File: src/hdl/cdsc_pkg.sv
// Shared types, codes and month table for the calendar date/time step counter.
package cdsc_pkg;

	// Year register width; the year wraps modulo 2**YEAR_BITS
	localparam int YEAR_BITS = 16;

	// Field limits
	localparam logic [5:0] MINUTE_MAX = 6'd59;
	localparam logic [4:0] HOUR_MAX   = 5'd23;
	localparam logic [3:0] MONTH_MAX  = 4'd12;
	localparam logic [3:0] MONTH_MIN  = 4'd1;
	localparam logic [4:0] DAY_MIN    = 5'd1;

	// Operation codes
	typedef enum logic [1:0] {
		OP_UP   = 2'd0,
		OP_DOWN = 2'd1,
		OP_SET  = 2'd2
	} cdsc_op_t;

	// Unit codes
	typedef enum logic [2:0] {
		UNIT_MINUTE = 3'd0,
		UNIT_HOUR   = 3'd1,
		UNIT_DAY    = 3'd2,
		UNIT_MONTH  = 3'd3,
		UNIT_YEAR   = 3'd4
	} cdsc_unit_t;

	// Full date and time
	typedef struct packed {
		logic [5:0]           minute;
		logic [4:0]           hour;
		logic [4:0]           day;
		logic [3:0]           month;
		logic [YEAR_BITS-1:0] year;
	} cdsc_date_t;

	// Value after reset: 00:00 on January 1st of year 0
	localparam cdsc_date_t DATE_RESET = '{
		minute: 6'd0,
		hour:   5'd0,
		day:    5'd1,
		month:  4'd1,
		year:   '0
	};

	// Month length, February fixed at 28; a month code outside 1..12 reads as January
	function automatic logic [4:0] month_len(input logic [3:0] m);
		logic [4:0] len;
		case (m)
			4'd2:    len = 5'd28;
			4'd4:    len = 5'd30;
			4'd6:    len = 5'd30;
			4'd9:    len = 5'd30;
			4'd11:   len = 5'd30;
			default: len = 5'd31;
		endcase
		return len;
	endfunction

endpackage

File: src/hdl/cdsc_step.sv
// Next-state logic: step up, step down or set one unit of the date/time.
module cdsc_step (
	input  cdsc_pkg::cdsc_date_t cur,
	input  logic [1:0]           op,
	input  logic [2:0]           unit,
	input  logic [15:0]          value,
	output cdsc_pkg::cdsc_date_t nxt,
	output logic                 rejected
);

	cdsc_pkg::cdsc_op_t   op_e;
	cdsc_pkg::cdsc_unit_t unit_e;

	// One-hot style unit requests for the step chains
	logic sel_min, sel_hour, sel_day, sel_month, sel_year;
	logic up, dn;

	// Carry chain (up) and borrow chain (down)
	logic hour_inc, day_inc, month_inc, year_inc;
	logic hour_dec, day_dec, month_dec, year_dec;
	logic min_wrap_up, hour_wrap_up, day_wrap_up, month_wrap_up;
	logic min_wrap_dn, hour_wrap_dn, day_wrap_dn, month_wrap_dn;

	logic [3:0] month_step;
	logic [4:0] cur_len;

	assign op_e   = cdsc_pkg::cdsc_op_t'(op);
	assign unit_e = cdsc_pkg::cdsc_unit_t'(unit);

	assign up = (op_e == cdsc_pkg::OP_UP);
	assign dn = (op_e == cdsc_pkg::OP_DOWN);

	assign sel_min   = (unit_e == cdsc_pkg::UNIT_MINUTE);
	assign sel_hour  = (unit_e == cdsc_pkg::UNIT_HOUR);
	assign sel_day   = (unit_e == cdsc_pkg::UNIT_DAY);
	assign sel_month = (unit_e == cdsc_pkg::UNIT_MONTH);
	assign sel_year  = (unit_e == cdsc_pkg::UNIT_YEAR);

	assign cur_len = cdsc_pkg::month_len(cur.month);

	// Carries ripple upward from the selected unit
	assign min_wrap_up   = up && sel_min && (cur.minute >= cdsc_pkg::MINUTE_MAX);
	assign hour_inc      = up && (sel_hour || min_wrap_up);
	assign hour_wrap_up  = hour_inc && (cur.hour >= cdsc_pkg::HOUR_MAX);
	assign day_inc       = up && (sel_day || hour_wrap_up);
	assign day_wrap_up   = day_inc && (cur.day >= cur_len);
	assign month_inc     = up && (sel_month || day_wrap_up);
	assign month_wrap_up = month_inc && (cur.month >= cdsc_pkg::MONTH_MAX);
	assign year_inc      = up && (sel_year || month_wrap_up);

	// Borrows ripple upward the same way
	assign min_wrap_dn   = dn && sel_min && (cur.minute == '0);
	assign hour_dec      = dn && (sel_hour || min_wrap_dn);
	assign hour_wrap_dn  = hour_dec && (cur.hour == '0);
	assign day_dec       = dn && (sel_day || hour_wrap_dn);
	assign day_wrap_dn   = day_dec && (cur.day <= cdsc_pkg::DAY_MIN);
	assign month_dec     = dn && (sel_month || day_wrap_dn);
	assign month_wrap_dn = month_dec && (cur.month <= cdsc_pkg::MONTH_MIN);
	assign year_dec      = dn && (sel_year || month_wrap_dn);

	// Month after a step; a day borrow loads the length of the new month
	always_comb begin
		month_step = cur.month;
		if (month_inc) begin
			month_step = month_wrap_up ? cdsc_pkg::MONTH_MIN : cur.month + 4'd1;
		end else if (month_dec) begin
			month_step = month_wrap_dn ? cdsc_pkg::MONTH_MAX : cur.month - 4'd1;
		end
	end

	// Assemble next state
	always_comb begin
		nxt      = cur;
		rejected = 1'b0;
		case (op_e)
			cdsc_pkg::OP_UP, cdsc_pkg::OP_DOWN: begin
				if (sel_min) begin
					if (up)
						nxt.minute = min_wrap_up ? '0 : cur.minute + 6'd1;
					else
						nxt.minute = min_wrap_dn ? cdsc_pkg::MINUTE_MAX : cur.minute - 6'd1;
				end
				if (hour_inc)
					nxt.hour = hour_wrap_up ? '0 : cur.hour + 5'd1;
				else if (hour_dec)
					nxt.hour = hour_wrap_dn ? cdsc_pkg::HOUR_MAX : cur.hour - 5'd1;
				if (day_inc)
					nxt.day = day_wrap_up ? cdsc_pkg::DAY_MIN : cur.day + 5'd1;
				else if (day_dec)
					nxt.day = day_wrap_dn ? cdsc_pkg::month_len(month_step)
					                      : cur.day - 5'd1;
				nxt.month = month_step;
				if (year_inc)
					nxt.year = cur.year + cdsc_pkg::YEAR_BITS'(1);
				else if (year_dec)
					nxt.year = cur.year - cdsc_pkg::YEAR_BITS'(1);
			end
			cdsc_pkg::OP_SET: begin
				case (unit_e)
					cdsc_pkg::UNIT_MINUTE: begin
						if (value <= 16'(cdsc_pkg::MINUTE_MAX))
							nxt.minute = value[5:0];
						else
							rejected = 1'b1;
					end
					cdsc_pkg::UNIT_HOUR: begin
						if (value <= 16'(cdsc_pkg::HOUR_MAX))
							nxt.hour = value[4:0];
						else
							rejected = 1'b1;
					end
					cdsc_pkg::UNIT_DAY: begin
						if (value >= 16'(cdsc_pkg::DAY_MIN) && value <= 16'(cur_len))
							nxt.day = value[4:0];
						else
							rejected = 1'b1;
					end
					cdsc_pkg::UNIT_MONTH: begin
						// day is left as is, even past the new month's end
						if (value >= 16'(cdsc_pkg::MONTH_MIN) &&
						    value <= 16'(cdsc_pkg::MONTH_MAX))
							nxt.month = value[3:0];
						else
							rejected = 1'b1;
					end
					cdsc_pkg::UNIT_YEAR: begin
						nxt.year = cdsc_pkg::YEAR_BITS'(value);
					end
					default: begin
						nxt = cur;
					end
				endcase
			end
			default: begin
				nxt = cur;
			end
		endcase
	end

endmodule

File: src/hdl/calendar_datetime_step_counter_unit.sv
// Top level: input register, date/time state, next-state logic and result register.
// Each item is held in the input register, then its result in the result register.
// Throughput: one item per cycle while the receiver does not stall; the state register
// updates in the same cycle an item leaves the input register, so the next item sees it
// at once.
// Reset: the date/time returns to 00:00, day 1, month 1, year 0, and both
// stages empty.
module calendar_datetime_step_counter_unit (
	input  logic        clk,
	input  logic        arst_n,
	input  logic        in_valid,
	output logic        in_ready,
	input  logic [1:0]  operation,
	input  logic [2:0]  unit,
	input  logic [15:0] value,
	output logic        out_valid,
	input  logic        out_ready,
	output logic [5:0]  minute_out,
	output logic [4:0]  hour_out,
	output logic [4:0]  day_out,
	output logic [3:0]  month_out,
	output logic [15:0] year_out,
	output logic        set_rejected
);

	// Input stage
	logic        valid_s1;
	logic [1:0]  operation_s1;
	logic [2:0]  unit_s1;
	logic [15:0] value_s1;

	// Result stage
	logic                 valid_s2;
	cdsc_pkg::cdsc_date_t date_s2;
	logic                 rejected_s2;

	// Architectural state
	cdsc_pkg::cdsc_date_t date_q;
	cdsc_pkg::cdsc_date_t date_nxt;
	logic                 rejected_nxt;

	logic advance;
	logic load_s1;

	// Stage handshake
	assign advance  = valid_s1 && (!valid_s2 || out_ready);
	assign in_ready = !valid_s1 || advance;
	assign load_s1  = in_valid && in_ready;

	cdsc_step u_step (
		.cur      (date_q),
		.op       (operation_s1),
		.unit     (unit_s1),
		.value    (value_s1),
		.nxt      (date_nxt),
		.rejected (rejected_nxt)
	);

	// Control and state
	always_ff @(posedge clk or negedge arst_n) begin
		if (!arst_n) begin
			valid_s1 <= 1'b0;
			valid_s2 <= 1'b0;
			date_q   <= cdsc_pkg::DATE_RESET;
		end else begin
			if (in_ready)
				valid_s1 <= in_valid;
			if (advance)
				valid_s2 <= 1'b1;
			else if (out_ready)
				valid_s2 <= 1'b0;
			if (advance)
				date_q <= date_nxt;
		end
	end

	// Payload registers
	always_ff @(posedge clk) begin
		if (load_s1) begin
			operation_s1 <= operation;
			unit_s1      <= unit;
			value_s1     <= value;
		end
		if (advance) begin
			date_s2     <= date_nxt;
			rejected_s2 <= rejected_nxt;
		end
	end

	assign out_valid    = valid_s2;
	assign minute_out   = date_s2.minute;
	assign hour_out     = date_s2.hour;
	assign day_out      = date_s2.day;
	assign month_out    = date_s2.month;
	assign year_out     = 16'(date_s2.year);
	assign set_rejected = rejected_s2;

endmodule

File: config.mk
export PLATFORM = sky130hd
export DESIGN_NAME = calendar_datetime_step_counter_unit
export DESIGN_NICKNAME = d
export VERILOG_FILES = /design/src/hdl/cdsc_pkg.sv /design/src/hdl/cdsc_step.sv /design/src/hdl/calendar_datetime_step_counter_unit.sv
export SDC_FILE = /design/constraint.sdc
export NUM_CORES = 1
export LEC_CHECK = 0
export ABC_AREA = 1
export BUFFER_PORTS_ARGS = -buffer_cell sky130_fd_sc_hd__buf_2
export CAP_MARGIN = 20
export CORE_MARGIN = 5
export CORE_UTILIZATION = 54
export CTS_CLUSTER_SIZE = 8
export DETAILED_ROUTE_END_ITERATION = 8
export PLACE_DENSITY = 0.82
export SLEW_MARGIN = 25
export SYNTH_ARGS = -nofsm -noshare
export SYNTH_HDL_FRONTEND = slang
export SYNTH_SLANG_ARGS = --single-unit
File: constraint.sdc
create_clock -name clk -period 2.5 [get_ports clk]
set_input_delay 0.625 -clock clk [delete_from_list [all_inputs] [get_ports clk]]
set_output_delay 0.625 -clock clk [all_outputs]
set_load 0.03 [all_outputs]
==> impl_results.md <==
- Critical path's top delay family: simple AND/OR/NAND/NOR gates
- Vert. Die Dim: 117.9 µm
- Hold Slack: 0.3432 ns
- Initial antenna violation count: 0
- Final worst slack: -0.4598 ns
- Avg WL per Cell: 17.61 µm
- Yosys warnings: 0
- DR pass1 iterations: 6
- Arr. time, crit path: 3.07 ns
- Cell Pwr Density: 1081 nW/µm²
- RSZ-0062 raised after global routing: true
- Tot GR Track Use: 0.2587
- CP Launch Type: flop
- Post-layout net count: 949
- Rel. slew slack: 0.6356
- H-tree depth: 3
- Tot Pwr: 8614 µW
- WL final: 18.53 mm
- Syn Area/Cell: 8.120 µm²
- Reg2reg path depth: 22
- Final hold vios: 0
- Layout filler cell count: 882
- Layout cell share with drive strength beyond 1: 0.2871
- Synth Flop Type: edfxtp_1
- Post-layout min period: 2.960 ns
- Critical path peak fanout: 5
- Congestion Overflow GR: 0
- CP max stage delay: 0.57 ns
- 1st-iter DRT viols: 762
- WP data required: 2.61 ns
- CP max stage cell: dfstp_2
- Final Slew Violations: 0
- Post-DR vias/cell: 5.897
- Endpoint kind of the worst setup timing path: flop
- Worst hold path class: input pin to async pin
- ANT cells: 0
- Number of I/O port buffers: 63
- Post-synth design cell area: 6285 µm²
- Crit Path Category: flop to flop
- Failing checks: negative setup slack
- Number of flops mapped to enable cells by yosys: 58
- CTS sink count: 96
- Floorplan die width: 117.9 µm
- Hold buffers post-CTS: 0
- Clock transition at the registers of the reported paths: 0.07 ns
- Final setup fails: 50
- Maximum operating frequency: 337.9 MHz
- Seq/Total Area, Yosys: 0.4288
- Clock buffer depth: 2
- Cell variety after synth: 47
- Initial Util: 0.5504
- CTS tree: yes
- Core area: 11420 µm²
- Synth async-reset ratio: 0.3958
- Setup TNS: -15.91 ns
- I/O Pins: 64
- Clock skew: 0.007495 ns
- Crit-path cells: buf_6 > ha_4 > o21ai_2 > o21ai_1 > inv_1 > ha_1 > inv_1 > nand2_1 > a21oi_2 > nor4_4 > nand2_4 > o21ai_4 > nand2_2 > nand2_4 > buf_4 > nand2_4 > nand3_2 > nand2_4 > nand2_1 > nand2_1 > nand3_2 > nand2_2
- Antenna-violating nets left: 0
- Number of global-route vias before repair: 5777
- Number of remaining DRC errors: 0
- Area grow syn2layout: 26.86%
- Leak pwr: 0.003593 µW
- Most used cell, CP: nand2_4
- Site row count: 39
- Period Utilization, post-route: 1.184
- Largest net degree at the start of global routing: 69
- Crit. path cell count: 22
- First-pass GRT wire length: 29.20 mm
- GP Congestion: 1.014
- Synthesized flop and latch total: 96
- Via count: 6204
- Cell Area, Placed: 7226 µm²
- DP HPWL: 13.06 mm
- Cts bufs inserted: 9
- Status: finished with violations
- Finished Cell Area: 7973 µm²
- Root Driver: clkbuf_16
- Least-Margin Pin Slew: 0.5416 ns
- Die area: 13900 µm²
- Worst-skew pair later-pin latency: 0.35 ns
- VDD IR-drop max: 0.6670 mV
- Bufs and invs on worst path: 4
- Syn Nets: 819
- Total of max-cap violations: 0
- Post-synthesis cell count: 774
[report_power, final]
| group | internal (µW) | switching [µW] |
|---|---|---|
| registers | 2260 | 475 |
| logic | 1660 | 2790 |
| clock network | 787 | 641 |
[layout by cell type, fill, tap and decap left out, types with 9 or more instances in the layout]
cell / n
a21oi_1: 24
buf_2: 63
buf_4: 66
buf_6: 9
clkbuf_16: 9
dfrtp_1: 36
edfxtp_1: 58
ha_1: 16
inv_1: 84
nand2_1: 168
nand2_2: 24
nand2_4: 10
nand3_1: 43
nand3_2: 12
nor2_1: 42
nor3_1: 18
o211ai_1: 13
o21ai_0: 45
o21ai_1: 28
o221ai_1: 10
xor2_1: 30
[repair_timing]
item                                    4_1_cts  5_1_grt
cloned                                        1        0
setup buffers                                 5        6
resized for setup                            28       56
pin swaps                                     7        8
endpoints found under the setup margin       50       60
[layer usage]
| layer | GRT usage | vias to the layer above | wire, µm |
|---|---|---|---|
| met4 | 0.09606 | 0 | 589 |
| met3 | 0.04805 | 62 | 1865 |
| li1 | - | 2913 | - |
| met5 | 0 | - | 0 |
| met1 | 0.3758 | 2880 | 7842 |
| met2 | 0.3844 | 349 | 8231 |
[layout make-up]
type                    instances  area [µm²]  share of cell area
flip-flops and latches         96        2695              0.3380
multi-input cells             561        3472              0.4355
repair buffers                140       952.2              0.1194
clock buffers                   9       225.2             0.02825
well taps                     143       178.9             0.02244
inverters                      96       371.6             0.04661
clock inverters                 7       77.57            0.009730
[cell usage after synthesis (3+ instances only)]
| cell type | number | area share |
|---|---|---|
| nor3_1 | 19 | 0.015 |
| a21oi_1 | 30 | 0.024 |
| o21ai_0 | 58 | 0.046 |
| buf_6 | 3 | 0.0054 |
| ha_1 | 20 | 0.040 |
| buf_2 | 4 | 0.0032 |
| nor2_2 | 5 | 0.0050 |
| nor4_1 | 8 | 0.0080 |
| o22ai_1 | 4 | 0.0040 |
| edfxtp_1 | 58 | 0.28 |
| nand3_1 | 52 | 0.041 |
| nand3_2 | 3 | 0.0048 |
| nand2_4 | 6 | 0.011 |
| o211ai_1 | 13 | 0.016 |
| a22oi_1 | 7 | 0.0084 |
| nand4_1 | 4 | 0.0040 |
| o21ai_1 | 21 | 0.017 |
| dfrtp_1 | 36 | 0.14 |
| inv_2 | 5 | 0.0030 |
| xor2_1 | 30 | 0.042 |
| clkbuf_1 | 11 | 0.0066 |
| inv_1 | 88 | 0.053 |
| nand2_1 | 186 | 0.11 |
| nand2_2 | 10 | 0.010 |
| nor2_1 | 42 | 0.025 |
| o21ai_2 | 4 | 0.0056 |
| o221ai_1 | 18 | 0.025 |
| a31oi_1 | 4 | 0.0040 |
[path summary, 6_finish.rpt]
kind | start | endpoint | slack (ns)
worst min register to register | date_q[20]$_DFFE_PN1P_ | date_q[20]$_DFFE_PN1P_ | 0.50
worst max-delay path | date_q[16]$_DFFE_PN1P_ | year_out[8]$_DFFE_PP_ | -0.46
max in group asynchronous | arst_n | date_q[16]$_DFFE_PN1P_ | 1.78
worst min-delay path | arst_n | date_q[10]$_DFFE_PN0P_ | 0.34
worst max register to register | date_q[16]$_DFFE_PN1P_ | year_out[8]$_DFFE_PP_ | -0.46
min in group clk | unit[1] | unit_s1[1]$_DFFE_PP_ | 0.44
[through the flow]
step,std cells,setup WS [ns],utilization
final,1052,-0.4598,0.6982
after global routing,1052,-0.6473,0.6982
after detailed placement,1025,-0.3819,0.6328
after global placement,1025,-0.3131,0.6328
after floorplan,774,-0.1900,-
after CTS,1047,-0.3501,0.6718
[state kept, by name (all words and copies together), names as in the netlist]
name,flops
value_s1,16
hour_out,5
unit_s1,3
day_out,5
set_rejected,1
month_out,4
operation_s1,2
year_out,16
minute_out,6
out_valid,1
date_q,36
valid_s1,1
[cell families (layout without fill, tap and decap cells)]
| logic type | count (synthesis) | after routing | synth area share |
|---|---|---|---|
| simple gates | 342 | 343 | 0.2481 |
| fa+ha+maj | 20 | 20 | 0.03982 |
| xor+xnor | 32 | 32 | 0.04460 |
| flops | 96 | 96 | 0.4288 |
| compound gates | 166 | 166 | 0.1619 |
| buf+inv | 118 | 252 | 0.07685 |
Note: power is estimated with default switching activity, not from simulation.
